--- config.mk ---
export PLATFORM = sky130hd
export DESIGN_NAME = i2c_register_master
export DESIGN_NICKNAME = d
export VERILOG_FILES = /design/src/sv/i2crm_pkg.sv /design/src/sv/i2crm_front.sv /design/src/sv/i2crm_back.sv /design/src/sv/i2crm_outq.sv /design/src/sv/i2c_register_master.sv
export SDC_FILE = /design/constraint.sdc
export NUM_CORES = 1
export LEC_CHECK = 0
export BUFFER_PORTS_ARGS = -buffer_cell sky130_fd_sc_hd__buf_2
export CAP_MARGIN = 10
export CORE_AREA = 2 2 165 199
export DETAILED_ROUTE_END_ITERATION = 10
export DIE_AREA = 0 0 167 201
export PLACE_DENSITY = 0.67
export SYNTH_ARGS = -nofsm -noshare
export SYNTH_HDL_FRONTEND = slang
export SYNTH_SLANG_ARGS = --single-unit
export TNS_END_PERCENT = 5
--- constraint.sdc ---
create_clock -name clk -period 12.3 [get_ports clk]
set_input_delay 2.46 -clock clk [delete_from_list [all_inputs] [get_ports clk]]
set_output_delay 2.46 -clock clk [all_outputs]
set_load 0.01 [all_outputs]
--- src/sv/i2crm_pkg.sv ---
// ----------------------------------------------------------------------------
// i2crm_pkg: shared types and constants
// Opcodes, phases, byte roles and the front-to-back request struct.
// ----------------------------------------------------------------------------
package i2crm_pkg;

  localparam int WRITE_DEPTH = 16;
  localparam int QW = $clog2(WRITE_DEPTH);
  localparam int FILL_W = $clog2(WRITE_DEPTH + 1);

  // packed result word: scl, sda, drive, byte, valid, last, done, status, busy
  localparam int RES_W = 17;

  localparam logic [1:0] OP_TICK  = 2'd0;
  localparam logic [1:0] OP_PUSH  = 2'd1;
  localparam logic [1:0] OP_WRITE = 2'd2;
  localparam logic [1:0] OP_READ  = 2'd3;

  localparam logic CFG_TICKS = 1'b0;
  localparam logic CFG_POLL  = 1'b1;

  localparam logic [1:0] ST_OK     = 2'd0;
  localparam logic [1:0] ST_NOACK  = 2'd1;
  localparam logic [1:0] ST_REJECT = 2'd2;

  typedef enum logic [14:0] {
    PH_IDLE       = 15'b000000000000001,
    PH_START_HI   = 15'b000000000000010,
    PH_START_LO   = 15'b000000000000100,
    PH_TX_SETUP   = 15'b000000000001000,
    PH_TX_HIGH    = 15'b000000000010000,
    PH_TX_HOLD    = 15'b000000000100000,
    PH_ACK_REL    = 15'b000000001000000,
    PH_ACK_HIGH   = 15'b000000010000000,
    PH_ACK_POLL   = 15'b000000100000000,
    PH_RX_LOW     = 15'b000001000000000,
    PH_RX_HIGH    = 15'b000010000000000,
    PH_RXACK_LOW  = 15'b000100000000000,
    PH_RXACK_HIGH = 15'b001000000000000,
    PH_STOP_LO    = 15'b010000000000000,
    PH_STOP_HI    = 15'b100000000000000
  } phase_t;

  typedef enum logic [2:0] {
    ROLE_DEV_W = 3'd0,
    ROLE_REG   = 3'd1,
    ROLE_DATA  = 3'd2,
    ROLE_DEV_R = 3'd3,
    ROLE_RX    = 3'd4,
    ROLE_FAIL  = 3'd5
  } role_t;

  // classified request from the front part, one per tick
  typedef struct packed {
    logic       push;
    logic [7:0] wdata;
    logic       start;
    logic       rd;
    logic [6:0] dev;
    logic [7:0] reg_a;
    logic [7:0] cnt;
    logic       sda;
  } req_t;

endpackage

--- src/sv/i2crm_front.sv ---
// ----------------------------------------------------------------------------
// i2crm_front: request intake
// Decodes the opcode and classifies each request for the sequencer.
// ----------------------------------------------------------------------------
module i2crm_front (
  input  logic            [1:0] in_opcode,
  input  logic            [6:0] in_dev_addr,
  input  logic            [7:0] in_reg_addr,
  input  logic            [7:0] in_byte_count,
  input  logic            [7:0] in_write_data,
  input  logic                  in_sda_in,
  output i2crm_pkg::req_t       req
);
  always_comb begin
    req.push  = (in_opcode == i2crm_pkg::OP_PUSH);
    req.wdata = in_write_data;
    req.start = (in_opcode == i2crm_pkg::OP_WRITE) || (in_opcode == i2crm_pkg::OP_READ);
    req.rd    = (in_opcode == i2crm_pkg::OP_READ);
    req.dev   = in_dev_addr;
    req.reg_a = in_reg_addr;
    req.cnt   = in_byte_count;
    req.sda   = in_sda_in;
  end
endmodule

--- src/sv/i2crm_back.sv ---
// ----------------------------------------------------------------------------
// i2crm_back: bus sequencer
// Runs the write queue and the bit-level start, byte, ack and stop phases.
// ----------------------------------------------------------------------------
module i2crm_back (
  input  logic                clk,
  input  logic                rst_n,
  input  logic                step,
  input  i2crm_pkg::req_t     req,
  input  logic         [15:0] ticks,
  input  logic          [7:0] poll_limit,
  output logic                scl,
  output logic                sda_o,
  output logic                sda_oe,
  output logic          [7:0] rbyte,
  output logic                rvalid,
  output logic                rlast,
  output logic                done,
  output logic          [1:0] stat,
  output logic                busy
);
  localparam int WRITE_DEPTH_L = i2crm_pkg::WRITE_DEPTH;

  i2crm_pkg::phase_t phase_r, phase_nxt;
  i2crm_pkg::role_t  role_r, role_nxt;
  logic [3:0]  bit_r, bit_nxt;
  logic [7:0]  sh_r, sh_nxt;
  logic [18:0] dly_r, dly_nxt;
  logic [7:0]  poll_r, poll_nxt;
  logic [7:0]  left_r, left_nxt;
  logic [6:0]  dev_r, dev_nxt;
  logic [7:0]  reg_r, reg_nxt;
  logic        rd_r, rd_nxt;
  logic        scl_r, scl_nxt, so_r, so_nxt, oe_r, oe_nxt;

  // write queue as a circular buffer, head byte kept in a register
  logic [7:0] q_mem [WRITE_DEPTH_L];
  logic [i2crm_pkg::QW-1:0]     rp_r, wp_r, rp_nxt;
  logic [i2crm_pkg::FILL_W-1:0] fill_r, fill_nxt;
  logic [7:0] hd_r;
  logic pop, wr;

  logic [15:0] t_eff;
  logic [18:0] u1, u2, u4;
  assign t_eff = (ticks == 16'd0) ? 16'd1 : ticks;
  assign u1 = {3'd0, t_eff};
  assign u2 = {2'd0, t_eff, 1'b0};
  assign u4 = {1'b0, t_eff, 2'b0};

  // a pop on the same tick frees a slot for the push
  assign wr = step && req.push &&
              ((fill_r != i2crm_pkg::FILL_W'(WRITE_DEPTH_L)) || pop);

  assign rp_nxt   = !pop ? rp_r :
                    (rp_r == i2crm_pkg::QW'(WRITE_DEPTH_L - 1)) ? '0 : rp_r + 1'b1;
  assign fill_nxt = fill_r + i2crm_pkg::FILL_W'(wr) - i2crm_pkg::FILL_W'(pop);

  always_ff @(posedge clk) begin
    if (wr) q_mem[wp_r] <= req.wdata;
    // head follows the read pointer; a push into an empty queue goes straight in
    if (wr && (fill_r == i2crm_pkg::FILL_W'(pop))) hd_r <= req.wdata;
    else hd_r <= q_mem[rp_nxt];
  end

  always_ff @(posedge clk) begin
    if (!rst_n) begin
      rp_r <= '0; wp_r <= '0; fill_r <= '0;
    end else begin
      if (wr) wp_r <= (wp_r == i2crm_pkg::QW'(WRITE_DEPTH_L - 1)) ? '0 : wp_r + 1'b1;
      rp_r <= rp_nxt;
      fill_r <= fill_nxt;
    end
  end

  always_comb begin
    logic [7:0] qb;
    logic fin;
    phase_nxt = phase_r; role_nxt = role_r; bit_nxt = bit_r; sh_nxt = sh_r;
    dly_nxt = dly_r; poll_nxt = poll_r; left_nxt = left_r; dev_nxt = dev_r;
    reg_nxt = reg_r; rd_nxt = rd_r; scl_nxt = scl_r; so_nxt = so_r; oe_nxt = oe_r;
    rbyte = '0; rvalid = 1'b0; rlast = 1'b0; done = 1'b0; stat = i2crm_pkg::ST_OK;
    pop = 1'b0; fin = 1'b0;
    qb = (fill_r != '0) ? hd_r : 8'd0;
    if (step) begin
      if (phase_r == i2crm_pkg::PH_ACK_POLL) begin
        if (!req.sda) begin
          fin = 1'b1;
        end else if (poll_r >= poll_limit) begin
          role_nxt = i2crm_pkg::ROLE_FAIL;
          phase_nxt = i2crm_pkg::PH_STOP_LO; dly_nxt = u4;
          scl_nxt = 1'b0; so_nxt = 1'b0; oe_nxt = 1'b1;
        end else begin
          poll_nxt = poll_r + 8'd1;
        end
      end else if (phase_r != i2crm_pkg::PH_IDLE && dly_r > 19'd1) begin
        dly_nxt = dly_r - 19'd1;
      end else begin
        unique case (phase_r)
          i2crm_pkg::PH_IDLE: ;
          i2crm_pkg::PH_START_HI: begin
            phase_nxt = i2crm_pkg::PH_START_LO; dly_nxt = u4;
            scl_nxt = 1'b1; so_nxt = 1'b0; oe_nxt = 1'b1;
          end
          i2crm_pkg::PH_START_LO: begin
            bit_nxt = '0;
            phase_nxt = i2crm_pkg::PH_TX_SETUP; dly_nxt = u2;
            scl_nxt = 1'b0; so_nxt = sh_r[7]; oe_nxt = 1'b1;
          end
          i2crm_pkg::PH_TX_SETUP: begin
            phase_nxt = i2crm_pkg::PH_TX_HIGH; dly_nxt = u2; scl_nxt = 1'b1; oe_nxt = 1'b1;
          end
          i2crm_pkg::PH_TX_HIGH: begin
            phase_nxt = i2crm_pkg::PH_TX_HOLD; dly_nxt = u2; scl_nxt = 1'b0; oe_nxt = 1'b1;
          end
          i2crm_pkg::PH_TX_HOLD: begin
            if (bit_r >= 4'd7) begin
              poll_nxt = '0;
              phase_nxt = i2crm_pkg::PH_ACK_REL; dly_nxt = u1;
              scl_nxt = 1'b0; so_nxt = 1'b1; oe_nxt = 1'b0;
            end else begin
              bit_nxt = bit_r + 4'd1;
              sh_nxt = {sh_r[6:0], 1'b0};
              phase_nxt = i2crm_pkg::PH_TX_SETUP; dly_nxt = u2;
              scl_nxt = 1'b0; so_nxt = sh_r[6]; oe_nxt = 1'b1;
            end
          end
          i2crm_pkg::PH_ACK_REL: begin
            phase_nxt = i2crm_pkg::PH_ACK_HIGH; dly_nxt = u1;
            scl_nxt = 1'b1; so_nxt = 1'b1; oe_nxt = 1'b0;
          end
          i2crm_pkg::PH_ACK_HIGH: begin
            phase_nxt = i2crm_pkg::PH_ACK_POLL; dly_nxt = u1;
            scl_nxt = 1'b1; so_nxt = 1'b1; oe_nxt = 1'b0;
          end
          i2crm_pkg::PH_ACK_POLL: ;
          i2crm_pkg::PH_RX_LOW: begin
            phase_nxt = i2crm_pkg::PH_RX_HIGH; dly_nxt = u1;
            scl_nxt = 1'b1; so_nxt = 1'b1; oe_nxt = 1'b0;
          end
          i2crm_pkg::PH_RX_HIGH: begin
            sh_nxt = {sh_r[6:0], req.sda};
            if (bit_r >= 4'd7) begin
              rvalid = 1'b1; rbyte = sh_nxt; rlast = (left_r <= 8'd1);
              left_nxt = (left_r != 8'd0) ? left_r - 8'd1 : 8'd0;
              phase_nxt = i2crm_pkg::PH_RXACK_LOW; dly_nxt = u2;
              scl_nxt = 1'b0; so_nxt = (left_nxt == 8'd0); oe_nxt = 1'b1;
            end else begin
              bit_nxt = bit_r + 4'd1;
              phase_nxt = i2crm_pkg::PH_RX_LOW; dly_nxt = u2;
              scl_nxt = 1'b0; so_nxt = 1'b1; oe_nxt = 1'b0;
            end
          end
          i2crm_pkg::PH_RXACK_LOW: begin
            phase_nxt = i2crm_pkg::PH_RXACK_HIGH; dly_nxt = u2; scl_nxt = 1'b1; oe_nxt = 1'b1;
          end
          i2crm_pkg::PH_RXACK_HIGH: begin
            if (left_r == 8'd0) begin
              phase_nxt = i2crm_pkg::PH_STOP_LO; dly_nxt = u4;
              scl_nxt = 1'b0; so_nxt = 1'b0; oe_nxt = 1'b1;
            end else begin
              role_nxt = i2crm_pkg::ROLE_RX; bit_nxt = '0; sh_nxt = '0;
              phase_nxt = i2crm_pkg::PH_RX_LOW; dly_nxt = u2;
              scl_nxt = 1'b0; so_nxt = 1'b1; oe_nxt = 1'b0;
            end
          end
          i2crm_pkg::PH_STOP_LO: begin
            phase_nxt = i2crm_pkg::PH_STOP_HI; dly_nxt = u4;
            scl_nxt = 1'b1; so_nxt = 1'b1; oe_nxt = 1'b1;
          end
          i2crm_pkg::PH_STOP_HI: begin
            done = 1'b1;
            stat = (role_r == i2crm_pkg::ROLE_FAIL) ? i2crm_pkg::ST_NOACK : i2crm_pkg::ST_OK;
            phase_nxt = i2crm_pkg::PH_IDLE; dly_nxt = '0;
            scl_nxt = 1'b1; so_nxt = 1'b1; oe_nxt = 1'b1;
          end
          default: ;
        endcase
      end

      // byte acknowledged: pick the next byte, or go to stop when none is left
      if (fin) begin
        logic do_wr;
        do_wr = 1'b0;
        scl_nxt = 1'b0;
        unique case (role_r)
          i2crm_pkg::ROLE_DEV_W: begin
            role_nxt = i2crm_pkg::ROLE_REG; sh_nxt = reg_r; bit_nxt = '0;
            phase_nxt = i2crm_pkg::PH_TX_SETUP; dly_nxt = u2;
            so_nxt = reg_r[7]; oe_nxt = 1'b1;
          end
          i2crm_pkg::ROLE_REG: begin
            if (rd_r) begin
              role_nxt = i2crm_pkg::ROLE_DEV_R; sh_nxt = {dev_r, 1'b1};
              phase_nxt = i2crm_pkg::PH_START_HI; dly_nxt = u4;
              scl_nxt = 1'b1; so_nxt = 1'b1; oe_nxt = 1'b1;
            end else do_wr = 1'b1;
          end
          i2crm_pkg::ROLE_DEV_R: begin
            if (left_r == 8'd0) begin
              phase_nxt = i2crm_pkg::PH_STOP_LO; dly_nxt = u4; so_nxt = 1'b0; oe_nxt = 1'b1;
            end else begin
              role_nxt = i2crm_pkg::ROLE_RX; bit_nxt = '0; sh_nxt = '0;
              phase_nxt = i2crm_pkg::PH_RX_LOW; dly_nxt = u2; so_nxt = 1'b1; oe_nxt = 1'b0;
            end
          end
          default: do_wr = 1'b1;
        endcase
        if (do_wr) begin
          if (left_r == 8'd0) begin
            phase_nxt = i2crm_pkg::PH_STOP_LO; dly_nxt = u4; so_nxt = 1'b0; oe_nxt = 1'b1;
          end else begin
            pop = (fill_r != '0);
            left_nxt = left_r - 8'd1;
            role_nxt = i2crm_pkg::ROLE_DATA; sh_nxt = qb; bit_nxt = '0;
            phase_nxt = i2crm_pkg::PH_TX_SETUP; dly_nxt = u2; so_nxt = qb[7]; oe_nxt = 1'b1;
          end
        end
      end

      // a pop only happens mid-transfer, so an idle start sees the plain fill
      if (req.start) begin
        if (phase_nxt != i2crm_pkg::PH_IDLE || (!req.rd && (req.cnt > 8'(fill_r)))) begin
          if (!done) stat = i2crm_pkg::ST_REJECT;
        end else begin
          dev_nxt = req.dev; reg_nxt = req.reg_a; left_nxt = req.cnt; rd_nxt = req.rd;
          role_nxt = i2crm_pkg::ROLE_DEV_W; sh_nxt = {req.dev, 1'b0};
          bit_nxt = '0; poll_nxt = '0;
          phase_nxt = i2crm_pkg::PH_START_HI; dly_nxt = u4;
          scl_nxt = 1'b1; so_nxt = 1'b1; oe_nxt = 1'b1;
        end
      end
    end
  end

  always_ff @(posedge clk) begin
    if (!rst_n) begin
      phase_r <= i2crm_pkg::PH_IDLE; role_r <= i2crm_pkg::ROLE_DEV_W;
      bit_r <= '0; sh_r <= '0; dly_r <= '0; poll_r <= '0; left_r <= '0;
      dev_r <= '0; reg_r <= '0; rd_r <= 1'b0;
      scl_r <= 1'b1; so_r <= 1'b1; oe_r <= 1'b1;
    end else begin
      phase_r <= phase_nxt; role_r <= role_nxt; bit_r <= bit_nxt; sh_r <= sh_nxt;
      dly_r <= dly_nxt; poll_r <= poll_nxt; left_r <= left_nxt;
      dev_r <= dev_nxt; reg_r <= reg_nxt; rd_r <= rd_nxt;
      scl_r <= scl_nxt; so_r <= so_nxt; oe_r <= oe_nxt;
    end
  end

  assign scl    = scl_nxt;
  assign sda_o  = so_nxt;
  assign sda_oe = oe_nxt;
  assign busy   = (phase_nxt != i2crm_pkg::PH_IDLE);
endmodule

--- src/sv/i2crm_outq.sv ---
// ----------------------------------------------------------------------------
// i2crm_outq: result skid buffer
// Two-entry queue that holds results while the consumer stalls.
// ----------------------------------------------------------------------------
module i2crm_outq (
  input  logic                        clk,
  input  logic                        rst_n,
  input  logic                        push,
  input  logic [i2crm_pkg::RES_W-1:0] din,
  output logic                        space,
  output logic                        out_valid,
  input  logic                        out_ready,
  output logic [i2crm_pkg::RES_W-1:0] dout
);
  logic [i2crm_pkg::RES_W-1:0] e0_r, e1_r;
  logic [1:0]  cnt_r;
  logic        pop;

  assign pop       = out_valid && out_ready;
  assign out_valid = (cnt_r != 2'd0);
  assign dout      = e0_r;
  // room for one more while the head may still wait
  assign space     = (cnt_r != 2'd2);

  always_ff @(posedge clk) begin
    if (!rst_n) begin
      cnt_r <= 2'd0;
    end else begin
      cnt_r <= cnt_r + 2'(push) - 2'(pop);
    end
  end

  always_ff @(posedge clk) begin
    if (pop) begin
      e0_r <= (cnt_r == 2'd2) ? e1_r : din;
      if (cnt_r == 2'd2 && push) e1_r <= din;
    end else if (push) begin
      if (cnt_r == 2'd0) e0_r <= din;
      else e1_r <= din;
    end
  end
endmodule

--- src/sv/i2c_register_master.sv ---
// ----------------------------------------------------------------------------
// i2c_register_master: I2C register read/write master
// One request is one bus tick; the sequencer emits one result per tick.
// ----------------------------------------------------------------------------
// channel | ports                    | meaning
// in      | in_valid / in_ready      | one request = one bus tick
// out     | out_valid / out_ready    | line levels and status for that tick
// cfg     | cfg_we, cfg_index, data  | tick scale, ack poll limit
//
// one request per clock when the result side keeps up
// the sequencer advances once per accepted request; a two-entry result
// queue lets a new request in while the previous result waits
// in_ready drops only when the result queue is full
// synchronous active-low reset: bus idle, queue empty, registers at defaults
module i2c_register_master (
  input  logic        clk,
  input  logic        rst_n,
  input  logic        in_valid,
  output logic        in_ready,
  input  logic [1:0]  in_opcode,
  input  logic [6:0]  in_dev_addr,
  input  logic [7:0]  in_reg_addr,
  input  logic [7:0]  in_byte_count,
  input  logic [7:0]  in_write_data,
  input  logic        in_sda_in,
  output logic        out_valid,
  input  logic        out_ready,
  output logic        out_scl_level,
  output logic        out_sda_level,
  output logic        out_sda_drive,
  output logic [7:0]  out_read_byte,
  output logic        out_read_valid,
  output logic        out_read_last,
  output logic        out_done_res,
  output logic [1:0]  out_status,
  output logic        out_busy_res,
  input  logic        cfg_we,
  input  logic        cfg_index,
  input  logic [15:0] cfg_data
);
  logic [15:0] ticks_r;
  logic [7:0]  poll_r;
  i2crm_pkg::req_t req;
  logic step, space;
  logic scl, so, oe, rv, rl, dn, bz;
  logic [7:0] rb;
  logic [1:0] st;
  logic [i2crm_pkg::RES_W-1:0] dout;

  // configuration registers
  always_ff @(posedge clk) begin
    if (!rst_n) begin
      ticks_r <= 16'd1;
      poll_r  <= 8'd250;
    end else if (cfg_we) begin
      if (cfg_index == i2crm_pkg::CFG_TICKS) ticks_r <= cfg_data;
      else poll_r <= cfg_data[7:0];
    end
  end

  assign in_ready = space;
  assign step     = in_valid && in_ready;

  i2crm_front u_front (
    .in_opcode, .in_dev_addr, .in_reg_addr, .in_byte_count, .in_write_data,
    .in_sda_in, .req
  );

  i2crm_back u_back (
    .clk, .rst_n, .step, .req, .ticks(ticks_r), .poll_limit(poll_r),
    .scl, .sda_o(so), .sda_oe(oe), .rbyte(rb), .rvalid(rv), .rlast(rl),
    .done(dn), .stat(st), .busy(bz)
  );

  i2crm_outq u_outq (
    .clk, .rst_n, .push(step),
    .din({scl, so, oe, rb, rv, rl, dn, st, bz}),
    .space, .out_valid, .out_ready, .dout
  );

  assign {out_scl_level, out_sda_level, out_sda_drive, out_read_byte, out_read_valid,
          out_read_last, out_done_res, out_status, out_busy_res} = dout;
endmodule

==> impl_metrics.ini <==
[outcome]
status = finished clean

[routing]
drt-pass1-iter-count = 5
detail-route-antenna-nets = 0
finalWirelength_mm = 44.3
dr.first_iter.drc_count = 1194
drc = 0
via_per_inst = 6.40
routedWlPerCell_microns = 22.2
num_vias = 12800

[floorplanning]
num_rows = 72
coreArea_sq_mm = 0.0318
dieArea_sq_mm = 0.0336
die_h_microns = 201
ioPinCount = 75
die_x_microns = 167
start_util = 0.490

[clock_tree]
htree_num_levels = 1
cts_tree = built
clk_latency_ns = 0.57
clock_sinks = 293
post_cts_buffers = 0
numCtsBuffers = 29
clkSlewWorstSetupHoldPaths_ns = 0.06
hold_buffers = 0
root_buffer = clkbuf_16
cts_resized = 0
clockBufferDepth = 3

[yosys]
synth.most_common_cell = nand2_1
seq_area_frac_synth = 0.481
async_flop_share = 0
synth_area_per_cell_sq_um = 9.96
synth_top_area_cell = edfxtp_1
yosysWarningCount = 0
ys_types = 90
ys_ff_latch = 293
synth_flop_cell = edfxtp_1
netlist_area_sq_mm = 0.0156
netlist.area_leader.share = 0.312
synth_cells = 1564
synth.area.top_cells = edfxtp_1 (31%), dfxtp_1 (17%), mux4_2 (4.6%), nand2_1 (4.4%), mux2i_1 (2.6%)
ys_top_cells_by_count = nand2_1 (181), edfxtp_1 (162), dfxtp_1 (131), nor2_1 (109), clkbuf_1 (84)
synth_nets = 1653
synth_edf_count = 162

[final_layout]
nets = 1659
drive_gt1_frac = 0.133
area_growth_pct = 9.92
design_area_sq_mm = 0.0171
fill_cells = 2785

[global_routing]
grt_pass1_vias = 12500
antenna_found_initial = 5
grt_util_met1 = 0.320
grt_pass1_wl_mm = 70.6
overflow = 0
grt_usage = 0.261
use_met3 = 0.0453
busiest_layer = met2
grt_start_max_net_pins = 72
grt_use_met2 = 0.447

[worst_setup_path]
critPathLaunch = in_valid
arrival_ns = 6.43
endpoint = u_back.hd_r[2]
r2r_end = u_outq.dout[15]
r2r_slack_ns = 6.60
path_max_fanout = 51
worst_ep_required_time_ns = 12.69
reg2reg_depth = 11
crit_type = in2reg
cp_slowest_cell = xor2_1
cpPeakStageDelay_ns = 0.90
r2r_start = u_back.phase_r[6]
worst_setup_path_end_kind = flop
crit_path_frequent_cell = buf_4
crit_path_start_kind = primary input
crit_chain = buf_2, nand2_2, buf_4, clkinv_1, buf_4, and4_1, nand2_1, xor2_1, nand3_1, o22ai_1, a211oi_1

[timing]
finalCriticalPeriod_ns = 6.04
min_period_over_period = 0.491
slew_headroom = 0.140
finalSetupViolations = 0
tightestPinTransition_ns = 1.28
clock_skew_ns = 0.0367
whs_ns = 0.476
finalHoldViolations = 0
maxClockFrequency_ghz = 0.166
rsz0062_at_grt = no
tns_ns = 0
finalMaxSlewViolations = 0

[pwr]
cellPowerDensity_mw_per_mm2 = 154
power_leakage_nw = 6.17
ir_drop_v = 0.000139

[placed_design]
placed_cell_area_sq_mm = 0.0161
routabilityCongestion = 0.938
io_buffers = 74
hpwl_mm = 30.9

[min_path]
min_path_type = reg2reg

[run]
maxCapViolations = 0
-- stage by stage --
step,worst slack (ns),util,power [mW],std cells
global placement,5.87,0.507,1.72,1944
global route,5.96,0.538,2.76,1999
finish,6.26,0.538,2.64,2000
floorplan,7.28,-,1.57,1564
detailed placement,5.76,0.507,1.73,1944
CTS,6.30,0.538,2.64,1997
-- metal layers --
layer / routed length (microns) / share of wire / up-vias
met3: 3150 / 0.071 / 140
met1: 17300 / 0.39 / 6178
met5: 54 / 0.0012 / -
li1: - / - / 5903
met4: 1980 / 0.045 / 8
met2: 21800 / 0.49 / 575
-- layout by cell type, fill, tap and decap left out, types with 30 or more instances in the layout --
cell type | netlist | final
dfxtp_1 | 131 | 131
nor3_1 | 32 | 32
nor2b_1 | 38 | 38
a21oi_1 | 74 | 74
mux4_2 | 32 | 32
clkbuf_16 | 0 | 30
o21ai_0 | 59 | 59
nand2_1 | 181 | 180
o21ai_1 | 31 | 31
inv_1 | 38 | 38
nor2_1 | 109 | 109
mux2i_1 | 41 | 39
nand3_1 | 49 | 49
buf_2 | 21 | 73
a31oi_1 | 35 | 35
edfxtp_1 | 162 | 162
ha_1 | 32 | 32
-- area by class of cell --
class	count	area, sq um	area share
inverter	39	146	0.00855
sequential	293	7490	0.437
antenna	1	2.50	0.000146
clock inverter	13	166	0.00972
clock buffer	40	808	0.0472
tap	407	509	0.0297
timing repair buffer	91	504	0.0294
multi-input combinational	1116	7500	0.438
-- where the power goes --
group	leakage [nW]	internal (mW)	switching, mW
registers	2.53	1.10	0.0641
clock network	0.471	0.541	0.377
logic	3.17	0.208	0.345
total	6.17	1.85	0.787
-- critical path, delay by kind of cell --
family                 cells  cell delay [ns]
AO/OA/AOI/OAI              2             0.37
buffers and inverters      4             1.65
XOR/XNOR                   1             0.90
AND/OR/NAND/NOR            4             1.00
-- cell families (layout without fill, tap and decap cells) --
family | count (synthesis) | after routing | synth area share
AOI/OAI and AO/OA | 402 | 402 | 0.172
xor gates and xnor gates | 25 | 25 | 0.0141
adders and majority gates | 33 | 33 | 0.0270
buffers and inverters | 155 | 183 | 0.0406
DFF | 293 | 293 | 0.481
muxes | 80 | 80 | 0.0777
other | 0 | 1 | 0
and+or+nand+nor | 576 | 576 | 0.188
-- how the worst min path moves through the flow --
stage | from | to | slack, ns | cells after the start
2_1_floorplan | ticks_r[0] | ticks_r[0] | 0.44 | 2
5_1_grt | poll_r[0] | poll_r[0] | 0.50 | 2
6_report | poll_r[0] | poll_r[0] | 0.48 | 2
3_3_place_gp | poll_r[2] | poll_r[2] | 0.46 | 2
3_5_place_dp | poll_r[0] | poll_r[0] | 0.47 | 2
4_1_cts | poll_r[0] | poll_r[0] | 0.48 | 2
-- registers in the layout, summed over array words and instances, names as in the netlist, 2 cells and up --
name and flops:
u_back.poll_r 8, u_back.wp_r 4, u_back.reg_r 8, u_back.phase_r 15, u_back.dev_r 7, ticks_r 16, u_back.q_mem 128, u_back.sh_r 8
u_outq.e1_r 17, u_back.dly_r 19, u_outq.dout 17, u_back.left_r 8, u_back.role_r 3, u_back.rp_r 4, poll_r 8, u_outq.cnt_r 2
u_back.bit_r 4, u_back.fill_r 5, u_back.hd_r 8
(Power assumes the default switching activity.)
